$ cat config.mk
export PLATFORM = sky130hd
export DESIGN_NAME = affine_span_source_address_gen_core
export DESIGN_NICKNAME = d
export VERILOG_FILES = /design/src/design/asag_pkg.sv /design/src/design/asag_ctrl.sv /design/src/design/asag_datapath.sv /design/src/design/affine_span_source_address_gen_core.sv
export SDC_FILE = /design/constraint.sdc
export NUM_CORES = 2
export LEC_CHECK = 0
export BUFFER_PORTS_ARGS = -buffer_cell sky130_fd_sc_hd__buf_2
export CELL_PAD_IN_SITES_DETAIL_PLACEMENT = 0
export CELL_PAD_IN_SITES_GLOBAL_PLACEMENT = 1
export CORE_MARGIN = 1.5
export CORE_UTILIZATION = 40
export CTS_CLUSTER_DIAMETER = 50
export DETAILED_ROUTE_END_ITERATION = 6
export PLACE_DENSITY = 0.79
export SYNTH_ARGS = -nofsm -noshare
export SYNTH_HDL_FRONTEND = slang
export SYNTH_SLANG_ARGS = --single-unit
$ cat constraint.sdc
create_clock -name clk_i -period 16.9 [get_ports clk_i]
set_clock_uncertainty 0.15 [all_clocks]
set_input_delay 2.535 -clock clk_i [delete_from_list [all_inputs] [get_ports clk_i]]
set_output_delay 2.535 -clock clk_i [all_outputs]
set_load 0.01 [all_outputs]
$ cat src/design/asag_pkg.sv
// Shared types and constants for the affine span source address generator.
// Used by asag_ctrl, asag_datapath and the top level; depends on nothing.
`default_nettype none

package asag_pkg;

  localparam int unsigned CoefW  = 32;  // 16.16 matrix entries and accumulators
  localparam int unsigned CoordW = 16;  // destination coordinates
  localparam int unsigned LenW   = 7;   // span length field
  localparam int unsigned DimW   = 13;  // source width and height registers
  localparam int unsigned AddrW  = 24;  // source address
  localparam int unsigned IdxW   = 3;   // configuration register index

  typedef enum logic [IdxW-1:0] {
    REG_COEF_XX   = 3'd0,
    REG_COEF_XY   = 3'd1,
    REG_OFFSET_X  = 3'd2,
    REG_COEF_YX   = 3'd3,
    REG_COEF_YY   = 3'd4,
    REG_OFFSET_Y  = 3'd5,
    REG_SRC_WIDTH = 3'd6,
    REG_SRC_HEIGHT = 3'd7
  } cfg_reg_e;

  typedef enum logic [2:0] {
    S_IDLE,
    S_MAP_AX,
    S_MAP_BY,
    S_MAP_DX,
    S_MAP_EY,
    S_MAP_END,
    S_EMIT
  } state_e;

  typedef enum logic [1:0] {
    MUL_AX,
    MUL_BY,
    MUL_DX,
    MUL_EY
  } mul_sel_e;

  typedef enum logic [1:0] {
    ACC_HOLD,
    ACC_LOAD,
    ACC_ADD_X,
    ACC_ADD_Y
  } acc_op_e;

  typedef struct packed {
    logic     load;     // latch a new span request
    mul_sel_e mul_sel;  // operand pair for the shared multiplier
    acc_op_e  acc_op;   // accumulator action this cycle
    logic     pix_gen;  // issue one pixel and step the accumulators
  } cmd_t;

  typedef struct packed {
    logic gen_ok;    // first pixel stage can take a pixel
    logic cnt_last;  // one pixel left
    logic cnt_zero;  // no pixels left
  } sts_t;

endpackage

`default_nettype wire

$ cat src/design/asag_ctrl.sv
// Sequencer for the affine span source address generator.
// Drives the datapath through asag_pkg::cmd_t and watches asag_pkg::sts_t.
`default_nettype none

module asag_ctrl (
  input  wire logic          clk_i,
  input  wire logic          rst_ni,
  input  wire logic          in_valid_i,
  output logic               in_ready_o,
  output asag_pkg::cmd_t     cmd_o,
  input  wire asag_pkg::sts_t sts_i
);

  asag_pkg::state_e state_q, state_d;

  always_ff @(posedge clk_i or negedge rst_ni) begin
    if (!rst_ni) begin
      state_q <= asag_pkg::S_IDLE;
    end else begin
      state_q <= state_d;
    end
  end

  // The start point is mapped with one multiplier: four products, each registered
  // in prod_q and then summed into its accumulator.
  always_comb begin
    state_d        = state_q;
    in_ready_o     = 1'b0;
    cmd_o.load     = 1'b0;
    cmd_o.mul_sel  = asag_pkg::MUL_AX;
    cmd_o.acc_op   = asag_pkg::ACC_HOLD;
    cmd_o.pix_gen  = 1'b0;
    case (state_q)
      asag_pkg::S_IDLE: begin
        in_ready_o = 1'b1;
        if (in_valid_i) begin
          cmd_o.load = 1'b1;
          state_d    = asag_pkg::S_MAP_AX;
        end
      end
      asag_pkg::S_MAP_AX: begin
        cmd_o.mul_sel = asag_pkg::MUL_AX;
        cmd_o.acc_op  = asag_pkg::ACC_LOAD;
        state_d       = asag_pkg::S_MAP_BY;
      end
      asag_pkg::S_MAP_BY: begin
        cmd_o.mul_sel = asag_pkg::MUL_BY;
        cmd_o.acc_op  = asag_pkg::ACC_ADD_X;
        state_d       = asag_pkg::S_MAP_DX;
      end
      asag_pkg::S_MAP_DX: begin
        cmd_o.mul_sel = asag_pkg::MUL_DX;
        cmd_o.acc_op  = asag_pkg::ACC_ADD_X;
        state_d       = asag_pkg::S_MAP_EY;
      end
      asag_pkg::S_MAP_EY: begin
        cmd_o.mul_sel = asag_pkg::MUL_EY;
        cmd_o.acc_op  = asag_pkg::ACC_ADD_Y;
        state_d       = asag_pkg::S_MAP_END;
      end
      asag_pkg::S_MAP_END: begin
        cmd_o.acc_op = asag_pkg::ACC_ADD_Y;
        state_d      = sts_i.cnt_zero ? asag_pkg::S_IDLE : asag_pkg::S_EMIT;
      end
      asag_pkg::S_EMIT: begin
        if (sts_i.gen_ok) begin
          cmd_o.pix_gen = 1'b1;
          if (sts_i.cnt_last) begin
            state_d = asag_pkg::S_IDLE;
          end
        end
      end
      default: begin
        state_d = asag_pkg::S_IDLE;
      end
    endcase
  end

endmodule

`default_nettype wire

$ cat src/design/asag_datapath.sv
// Datapath: configuration registers, start point mapping, accumulators,
// pixel counter and the two-stage bounds and address pipeline.
// Uses asag_pkg for widths, register codes and the command and status types.
`default_nettype none

module asag_datapath #(
  parameter int unsigned MAX_SPAN = 64,
  parameter int unsigned MAX_DIM  = 4096
) (
  input  wire logic                            clk_i,
  input  wire logic                            rst_ni,
  input  wire logic                            cfg_valid_i,
  input  wire logic [asag_pkg::IdxW-1:0]       cfg_index_i,
  input  wire logic [asag_pkg::CoefW-1:0]      cfg_data_i,
  input  wire logic signed [asag_pkg::CoordW-1:0] start_x_i,
  input  wire logic signed [asag_pkg::CoordW-1:0] start_y_i,
  input  wire logic [asag_pkg::LenW-1:0]       span_length_i,
  input  wire asag_pkg::cmd_t                  cmd_i,
  output asag_pkg::sts_t                       sts_o,
  output logic                                 out_valid_o,
  input  wire logic                            out_ready_i,
  output logic [asag_pkg::AddrW-1:0]           source_address_o,
  output logic                                 inside_res_o,
  output logic                                 last_o
);

  localparam int unsigned CntW = $clog2(MAX_SPAN + 1);
  localparam logic [31:0] MaxDimW  = 32'(MAX_DIM);
  localparam logic [31:0] MaxSpanW = 32'(MAX_SPAN);

  localparam int unsigned CW = asag_pkg::CoefW;
  localparam int unsigned XW = asag_pkg::CoordW;
  localparam int unsigned DW = asag_pkg::DimW;

  // Configuration registers
  logic [CW-1:0] coef_xx_q, coef_xy_q, offset_x_q, coef_yx_q, coef_yy_q, offset_y_q;
  logic [DW-1:0] width_q, height_q;

  always_ff @(posedge clk_i or negedge rst_ni) begin
    if (!rst_ni) begin
      coef_xx_q  <= CW'(32'h0001_0000);
      coef_xy_q  <= '0;
      offset_x_q <= '0;
      coef_yx_q  <= '0;
      coef_yy_q  <= CW'(32'h0001_0000);
      offset_y_q <= '0;
      width_q    <= DW'(1);
      height_q   <= DW'(1);
    end else if (cfg_valid_i) begin
      case (asag_pkg::cfg_reg_e'(cfg_index_i))
        asag_pkg::REG_COEF_XX:    coef_xx_q  <= cfg_data_i;
        asag_pkg::REG_COEF_XY:    coef_xy_q  <= cfg_data_i;
        asag_pkg::REG_OFFSET_X:   offset_x_q <= cfg_data_i;
        asag_pkg::REG_COEF_YX:    coef_yx_q  <= cfg_data_i;
        asag_pkg::REG_COEF_YY:    coef_yy_q  <= cfg_data_i;
        asag_pkg::REG_OFFSET_Y:   offset_y_q <= cfg_data_i;
        asag_pkg::REG_SRC_WIDTH:  width_q    <= cfg_data_i[DW-1:0];
        asag_pkg::REG_SRC_HEIGHT: height_q   <= cfg_data_i[DW-1:0];
        default: ;
      endcase
    end
  end

  // Clamped source dimensions
  logic [DW-1:0] w_c, h_c;
  assign w_c = ({{(32-DW){1'b0}}, width_q} > MaxDimW) ? MaxDimW[DW-1:0] : width_q;
  assign h_c = ({{(32-DW){1'b0}}, height_q} > MaxDimW) ? MaxDimW[DW-1:0] : height_q;

  // Span request and pixel counter
  logic signed [XW-1:0] x_q, y_q;
  logic [CntW-1:0]      cnt_q, cnt_d;
  logic [CntW-1:0]      len_sat;

  assign len_sat = ({{(32-asag_pkg::LenW){1'b0}}, span_length_i} > MaxSpanW)
                   ? MaxSpanW[CntW-1:0] : CntW'(span_length_i);

  always_ff @(posedge clk_i) begin
    if (cmd_i.load) begin
      x_q <= start_x_i;
      y_q <= start_y_i;
    end
  end

  always_comb begin
    cnt_d = cnt_q;
    if (cmd_i.load) begin
      cnt_d = len_sat;
    end else if (cmd_i.pix_gen) begin
      cnt_d = cnt_q - CntW'(1);
    end
  end

  always_ff @(posedge clk_i or negedge rst_ni) begin
    if (!rst_ni) begin
      cnt_q <= '0;
    end else begin
      cnt_q <= cnt_d;
    end
  end

  // Shared multiplier: a 16.16 coefficient times an integer coordinate in
  // 16.16 reduces to the low 32 bits of coefficient times coordinate.
  logic signed [CW-1:0]    mul_a;
  logic signed [XW-1:0]    mul_b;
  logic signed [CW+XW-1:0] mul_full;
  logic [CW-1:0]           prod_q;

  always_comb begin
    case (cmd_i.mul_sel)
      asag_pkg::MUL_AX: begin mul_a = coef_xx_q; mul_b = x_q; end
      asag_pkg::MUL_BY: begin mul_a = coef_xy_q; mul_b = y_q; end
      asag_pkg::MUL_DX: begin mul_a = coef_yx_q; mul_b = x_q; end
      asag_pkg::MUL_EY: begin mul_a = coef_yy_q; mul_b = y_q; end
      default:          begin mul_a = coef_xx_q; mul_b = x_q; end
    endcase
  end

  assign mul_full = mul_a * mul_b;

  always_ff @(posedge clk_i) begin
    prod_q <= mul_full[CW-1:0];
  end

  // Source position accumulators
  logic [CW-1:0] acc_x_q, acc_x_d, acc_y_q, acc_y_d;

  always_comb begin
    acc_x_d = acc_x_q;
    acc_y_d = acc_y_q;
    case (cmd_i.acc_op)
      asag_pkg::ACC_LOAD: begin
        acc_x_d = offset_x_q;
        acc_y_d = offset_y_q;
      end
      asag_pkg::ACC_ADD_X: acc_x_d = acc_x_q + prod_q;
      asag_pkg::ACC_ADD_Y: acc_y_d = acc_y_q + prod_q;
      default: ;
    endcase
    if (cmd_i.pix_gen) begin
      acc_x_d = acc_x_q + coef_xx_q;
      acc_y_d = acc_y_q + coef_yx_q;
    end
  end

  always_ff @(posedge clk_i or negedge rst_ni) begin
    if (!rst_ni) begin
      acc_x_q <= '0;
      acc_y_q <= '0;
    end else begin
      acc_x_q <= acc_x_d;
      acc_y_q <= acc_y_d;
    end
  end

  // Pixel pipeline: stage A holds the bounds test, stage B the address.
  logic            a_valid_q, b_valid_q;
  logic            a_adv, b_adv;
  logic [DW-1:0]   a_row_q, a_col_q;
  logic            a_inside_q, a_last_q;
  logic [XW-1:0]   col_i, row_i;
  logic            inside_c;

  assign b_adv = !b_valid_q || out_ready_i;
  assign a_adv = !a_valid_q || b_adv;

  assign col_i = acc_x_q[CW-1:CW-XW];
  assign row_i = acc_y_q[CW-1:CW-XW];
  // Negative coordinates have the top bit set and so fail the unsigned compare.
  assign inside_c = (col_i < {{(XW-DW){1'b0}}, w_c}) && (row_i < {{(XW-DW){1'b0}}, h_c});

  always_ff @(posedge clk_i or negedge rst_ni) begin
    if (!rst_ni) begin
      a_valid_q <= 1'b0;
      b_valid_q <= 1'b0;
    end else begin
      if (a_adv) begin
        a_valid_q <= cmd_i.pix_gen;
      end
      if (b_adv) begin
        b_valid_q <= a_valid_q;
      end
    end
  end

  always_ff @(posedge clk_i) begin
    if (cmd_i.pix_gen) begin
      a_row_q    <= row_i[DW-1:0];
      a_col_q    <= col_i[DW-1:0];
      a_inside_q <= inside_c;
      a_last_q   <= (cnt_q == CntW'(1));
    end
  end

  logic [2*DW-1:0]          row_mul;
  logic [2*DW:0]            addr_sum;
  logic [asag_pkg::AddrW-1:0] b_addr_q;
  logic                     b_inside_q, b_last_q;

  assign row_mul  = (2*DW)'(a_row_q) * (2*DW)'(w_c);
  assign addr_sum = (2*DW+1)'(row_mul) + (2*DW+1)'(a_col_q);

  always_ff @(posedge clk_i) begin
    if (b_adv && a_valid_q) begin
      b_addr_q   <= a_inside_q ? addr_sum[asag_pkg::AddrW-1:0] : '0;
      b_inside_q <= a_inside_q;
      b_last_q   <= a_last_q;
    end
  end

  assign out_valid_o      = b_valid_q;
  assign source_address_o = b_addr_q;
  assign inside_res_o     = b_inside_q;
  assign last_o           = b_last_q;

  assign sts_o.gen_ok   = a_adv;
  assign sts_o.cnt_last = (cnt_q == CntW'(1));
  assign sts_o.cnt_zero = (cnt_q == '0);

endmodule

`default_nettype wire

$ cat src/design/affine_span_source_address_gen_core.sv
// Top level of the affine span source address generator.
// Joins asag_ctrl and asag_datapath; types and widths come from asag_pkg.
//
//   channel   direction  handshake                 payload
//   in        request    in_valid_i / in_ready_o   start_x_i, start_y_i, span_length_i
//   out       result     out_valid_o / out_ready_i source_address_o, inside_res_o, last_o
//   cfg       write      cfg_valid_i / cfg_ready_o cfg_index_i, cfg_data_i
//
// A request is accepted in S_IDLE and its start point mapped through the single
// shared 32x16 multiplier from S_MAP_AX to S_MAP_END; then one pixel a cycle is
// issued while stage A can take it, and leaves after stages A and B.
// Reset restores the identity matrix and a 1x1 source; it clears no memory.
// An output stall holds back pixel issue; a new request is taken while the
// last pixels of the previous one still drain.
`default_nettype none

module affine_span_source_address_gen_core #(
  parameter int unsigned MAX_SPAN = 64,
  parameter int unsigned MAX_DIM  = 4096
) (
  input  wire logic                               clk_i,
  input  wire logic                               rst_ni,
  input  wire logic                               in_valid_i,
  output logic                                    in_ready_o,
  input  wire logic signed [asag_pkg::CoordW-1:0] start_x_i,
  input  wire logic signed [asag_pkg::CoordW-1:0] start_y_i,
  input  wire logic [asag_pkg::LenW-1:0]          span_length_i,
  output logic                                    out_valid_o,
  input  wire logic                               out_ready_i,
  output logic [asag_pkg::AddrW-1:0]              source_address_o,
  output logic                                    inside_res_o,
  output logic                                    last_o,
  input  wire logic                               cfg_valid_i,
  output logic                                    cfg_ready_o,
  input  wire logic [asag_pkg::IdxW-1:0]          cfg_index_i,
  input  wire logic [asag_pkg::CoefW-1:0]         cfg_data_i
);

  asag_pkg::cmd_t cmd;
  asag_pkg::sts_t sts;

  assign cfg_ready_o = 1'b1;

  asag_ctrl u_ctrl (
    .clk_i      (clk_i),
    .rst_ni     (rst_ni),
    .in_valid_i (in_valid_i),
    .in_ready_o (in_ready_o),
    .cmd_o      (cmd),
    .sts_i      (sts)
  );

  asag_datapath #(
    .MAX_SPAN (MAX_SPAN),
    .MAX_DIM  (MAX_DIM)
  ) u_dp (
    .clk_i            (clk_i),
    .rst_ni           (rst_ni),
    .cfg_valid_i      (cfg_valid_i),
    .cfg_index_i      (cfg_index_i),
    .cfg_data_i       (cfg_data_i),
    .start_x_i        (start_x_i),
    .start_y_i        (start_y_i),
    .span_length_i    (span_length_i),
    .cmd_i            (cmd),
    .sts_o            (sts),
    .out_valid_o      (out_valid_o),
    .out_ready_i      (out_ready_i),
    .source_address_o (source_address_o),
    .inside_res_o     (inside_res_o),
    .last_o           (last_o)
  );

  // Once a request is taken the block is busy mapping it.
  a_busy_after_accept: assert property (@(posedge clk_i) disable iff (!rst_ni)
    in_valid_i && in_ready_o |=> !in_ready_o)
    else $error("request accepted while mapping");

  // Whenever a request can be taken, every pixel of the previous span is issued.
  a_idle_counter_empty: assert property (@(posedge clk_i) disable iff (!rst_ni)
    in_ready_o |-> sts.cnt_zero)
    else $error("pixels left while idle");

  // A sample outside the source carries address zero.
  a_outside_zero: assert property (@(posedge clk_i) disable iff (!rst_ni)
    out_valid_o && !inside_res_o |-> source_address_o == '0)
    else $error("outside pixel with nonzero address");

  // Pixels are issued only while the controller is not taking requests.
  a_no_issue_when_idle: assert property (@(posedge clk_i) disable iff (!rst_ni)
    cmd.pix_gen |-> !in_ready_o && !sts.cnt_zero)
    else $error("pixel issued outside a span");

endmodule

`default_nettype wire

==> results.yml <==
routing:
  count_of_nets_left_with_antenna_violations_after_detail_routing: 0
  drt_pass1_iterations: 5
  drt_drc_violations_left: 0
  totalWireLength_microns: 116000
  detail_route.vias_per_cell: 5.40
  drtIter0Drc: 1908
  post_drt_wl_per_cell_microns: 20.6
  route.vias.total: 30542
global_routing:
  overflow: 0
  grt_antenna_before_repair: 7
  grt_util_all_layers_pct: 22.8
  number_of_global_route_vias_before_repair: 31572
  grt_pass1_wl_microns: 182000
  grt_start_max_net_pins: 107
sta:
  drv_slew: 0
  fmax_mhz: 107
  fin_crit_ns: 9.34
  timing.final.hold_violations: 0
  rsz0062_at_grt: "false"
  finalHoldWorstSlack_ns: 0.278
  setup_tns_ns: 0
  timing.final.setup_violations: 0
  period_share_pct: 55.2
  worst_slew_margin_rel_pct: 22.2
  tightest_slew_ns: 1.16
worst_hold_path:
  hold_path_depth: 0
  hold_path_end: "u_dp.last_o"
  holdCritStartpoint: "u_dp.a_last_q"
  timing.hold.worst.class: "register to register"
die:
  rows: 116
  floorplan.initialDensity_pct: 40.5
  core_sq_um: 100000
  die_y_microns: 322
  die_area_sq_um: 104000
  floorplan.io_pins: 108
  die-width_microns: 322
final_layout:
  finalNetCount: 5088
  signed_area_change_from_the_synthesized_netlist_to_the_final_layout_pct: 9.99
  layout-drive-gt1-share_pct: 13.0
  fin_util_pct: 44.6
yosys:
  yosysSeqAreaShare_pct: 26.0
  yosysUniqueCellTypes: 92
  ffs_latches_synth: 412
  syn_area_sq_um: 40700
  syn_inst: 4191
  postSynthAreaPerCell_sq_um: 9.71
  ys.warnings.count: 0
  synth_ff_type: "sky130_fd_sc_hd__dfrtp_1"
  synthArstFlopShare_pct: 71.4
  syn-num-nets: 5028
  synth_edf_count: 86
worst_setup_path:
  critical_path_buf_inv_count: 6
  slowest_stage: "sky130_fd_sc_hd__a221oi_1"
  crit_top_cell: "sky130_fd_sc_hd__fa_1"
  critical_path.endpoint_type: "register"
  startpoint_type: "register"
  reg2reg_from: "u_ctrl.state_q[1]"
  reg2reg_to: "u_dp.prod_q[28]"
  timing.reg2reg.setup_slack_ns: 7.56
  critical_path.max_fanout: 53
  path_class: "register to register"
  critical_path_cell_count: 27
  critical_path_required_ns: 17.30
  slowest_delay_ns: 0.89
  rr_worst_depth: 27
  cp.arrival_ns: 9.74
  path_delay_family: "adder cells"
cts:
  postCtsSetupRepairBufs: 0
  tritoncts_clock_tree: "done"
  clk_path_buf_depth: 3
  hold_bufs_inserted_after_cts: 0
  cts_made_buffers: 59
  clockRootBuffer: "sky130_fd_sc_hd__clkbuf_16"
  cts_max_level: 2
  clock_latency_ns: 0.62
  clkSlewWorstSetupHoldPaths_ns: 0.06
  numClockSinks: 412
  cts_repair_resize_count: 0
outcome:
  run_status: "finished clean"
run:
  maxCapViolCount: 0
place:
  gp_routability_congestion: 0.949
  place_hpwl_microns: 92000
  placement.io_buffers: 106
final cells by class:
type / count / area, sq um
clock inverter: 39 / 447
clock buffer: 70 / 1580
inverter: 597 / 2240
fill: 9683 / 55700
multi-input combinational: 3021 / 27300
tap: 1357 / 1700
antenna: 1 / 2.50
timing repair buffer: 160 / 946
sequential: 412 / 10600
layout by cell type, fill, tap and decap left out, types with 23 or more instances in the layout:
master and count:
sky130_fd_sc_hd__edfxtp_1 86, sky130_fd_sc_hd__nand3_1 29, sky130_fd_sc_hd__nor3_1 44, sky130_fd_sc_hd__clkbuf_16 60, sky130_fd_sc_hd__dfrtp_1 289, sky130_fd_sc_hd__o21a_1 33, sky130_fd_sc_hd__a21o_1 85, sky130_fd_sc_hd__xnor2_1 113
sky130_fd_sc_hd__dfxtp_1 32, sky130_fd_sc_hd__o211ai_1 39, sky130_fd_sc_hd__ha_1 321, sky130_fd_sc_hd__and2_1 85, sky130_fd_sc_hd__buf_4 54, sky130_fd_sc_hd__nor2b_1 39, sky130_fd_sc_hd__a211oi_1 38, sky130_fd_sc_hd__inv_1 595
sky130_fd_sc_hd__fa_1 437, sky130_fd_sc_hd__a21oi_1 157, sky130_fd_sc_hd__nor2_1 308, sky130_fd_sc_hd__o21ai_0 132, sky130_fd_sc_hd__mux2i_1 41, sky130_fd_sc_hd__mux2_2 232, sky130_fd_sc_hd__a221o_1 23, sky130_fd_sc_hd__nand2_1 463
sky130_fd_sc_hd__nand2b_1 29, sky130_fd_sc_hd__buf_2 105, sky130_fd_sc_hd__a31oi_1 28, sky130_fd_sc_hd__xor2_1 60
sequential cells by signal (all words and copies together), names as in the netlist, 3 cells and up:
signal and cells:
u_dp.width_q 13, u_dp.coef_xx_q 32, u_dp.a_row_q 13, u_dp.acc_x_q 32
u_dp.y_q 16, u_dp.coef_yy_q 32, u_dp.source_address_o 24, u_ctrl.state_q 3
u_dp.x_q 16, u_dp.prod_q 32, u_dp.height_q 13, u_dp.cnt_q 7
u_dp.coef_yx_q 32, u_dp.offset_y_q 32, u_dp.coef_xy_q 32, u_dp.offset_x_q 32
u_dp.a_col_q 13, u_dp.acc_y_q 32
cells by family (layout without fill, tap and decap cells):
| kind of cell | count (synthesis) | count (layout) | share of synthesized area (%) |
|---|---|---|---|
| flip-flops | 412 | 412 | 26.0 |
| other | 1 | 2 | 0.00922 |
| XOR/XNOR | 174 | 174 | 3.78 |
| buffers and inverters | 758 | 866 | 7.15 |
| adder cells (fa/ha/maj) | 758 | 758 | 31.4 |
| multiplexers | 279 | 279 | 7.61 |
| AND/OR/NAND/NOR | 1109 | 1109 | 12.3 |
| AO/OA/AOI/OAI | 700 | 700 | 11.8 |
cell usage after synthesis, types with 19 or more instances:
master	instances	area [sq um]
sky130_fd_sc_hd__a211oi_1	38	285
sky130_fd_sc_hd__a21o_1	85	638
sky130_fd_sc_hd__a21oi_1	157	786
sky130_fd_sc_hd__a221o_1	23	230
sky130_fd_sc_hd__a221oi_1	20	175
sky130_fd_sc_hd__a31oi_1	28	175
sky130_fd_sc_hd__and2_1	85	532
sky130_fd_sc_hd__and3_1	22	138
sky130_fd_sc_hd__clkbuf_1	128	480
sky130_fd_sc_hd__dfrtp_1	290	7260
sky130_fd_sc_hd__dfxtp_1	32	641
sky130_fd_sc_hd__edfxtp_1	86	2580
sky130_fd_sc_hd__fa_1	437	8750
sky130_fd_sc_hd__ha_1	321	4020
sky130_fd_sc_hd__inv_1	597	2240
sky130_fd_sc_hd__mux2_2	232	2610
sky130_fd_sc_hd__mux2i_1	43	430
sky130_fd_sc_hd__nand2_1	463	1740
sky130_fd_sc_hd__nand2b_1	30	188
sky130_fd_sc_hd__nand3_1	29	145
sky130_fd_sc_hd__nor2_1	309	1160
sky130_fd_sc_hd__nor2b_1	40	250
sky130_fd_sc_hd__nor3_1	46	230
sky130_fd_sc_hd__o211ai_1	39	293
sky130_fd_sc_hd__o21a_1	33	248
sky130_fd_sc_hd__o21ai_0	132	661
sky130_fd_sc_hd__o21bai_1	19	143
sky130_fd_sc_hd__xnor2_1	113	990
sky130_fd_sc_hd__xor2_1	60	526
metal layers:
metal  GRT usage, %  vias up  wire (microns)
li1               -    14090               -
met1           31.0    15381           51700
met2           37.5      870           53600
met3           3.22      199            7060
met4           7.27        2            3950
met5              0        -              13
how the worst max path moves through the flow:
stage	start	to	slack, ns
3_5_place_dp	u_ctrl.state_q[1]	u_dp.prod_q[30]	7.60
5_1_grt	u_ctrl.state_q[2]	u_dp.prod_q[28]	7.03
3_3_place_gp	u_ctrl.state_q[1]	u_dp.prod_q[28]	7.78
4_1_cts	u_ctrl.state_q[1]	u_dp.prod_q[28]	7.59
6_report	u_ctrl.state_q[1]	u_dp.prod_q[28]	7.56
2_1_floorplan	u_ctrl.state_q[0]	u_dp.prod_q[28]	8.90
metrics by stage:
step	std cells	instance area (sq um)	setup slack [ns]
after floorplan	4191	40700	8.90
after global placement	5547	42700	7.78
after detailed placement	5547	42700	7.60
after CTS	5656	44800	7.59
after global routing	5657	44800	7.03
final	5657	44800	7.56
worst register-to-register path: stages (launching register included):
cell and delay [ns]:
sky130_fd_sc_hd__dfrtp_1 0.58, sky130_fd_sc_hd__nand2b_4 0.24, sky130_fd_sc_hd__buf_4 0.30, sky130_fd_sc_hd__nor2_8 0.71, sky130_fd_sc_hd__nor2_4 0.07, sky130_fd_sc_hd__buf_4 0.30, sky130_fd_sc_hd__a221oi_1 0.91, sky130_fd_sc_hd__nor2_1 0.16
sky130_fd_sc_hd__fa_1 0.58, sky130_fd_sc_hd__inv_1 0.05, sky130_fd_sc_hd__fa_1 0.48, sky130_fd_sc_hd__fa_1 0.53, sky130_fd_sc_hd__inv_1 0.06, sky130_fd_sc_hd__fa_1 0.44, sky130_fd_sc_hd__fa_1 0.51, sky130_fd_sc_hd__inv_1 0.05
sky130_fd_sc_hd__fa_1 0.47, sky130_fd_sc_hd__inv_1 0.05, sky130_fd_sc_hd__ha_1 0.33, sky130_fd_sc_hd__and4_1 0.27, sky130_fd_sc_hd__nor2b_1 0.14, sky130_fd_sc_hd__o21ai_0 0.18, sky130_fd_sc_hd__or4b_2 0.62, sky130_fd_sc_hd__o221ai_1 0.34
sky130_fd_sc_hd__a21oi_1 0.20, sky130_fd_sc_hd__a41oi_1 0.28, sky130_fd_sc_hd__nor2b_1 0.18, sky130_fd_sc_hd__xnor2_1 0.12
Power is left out: the tool's default activity adds up to more than one toggle a clock period on the data nets, which glitch-free logic cannot reach.
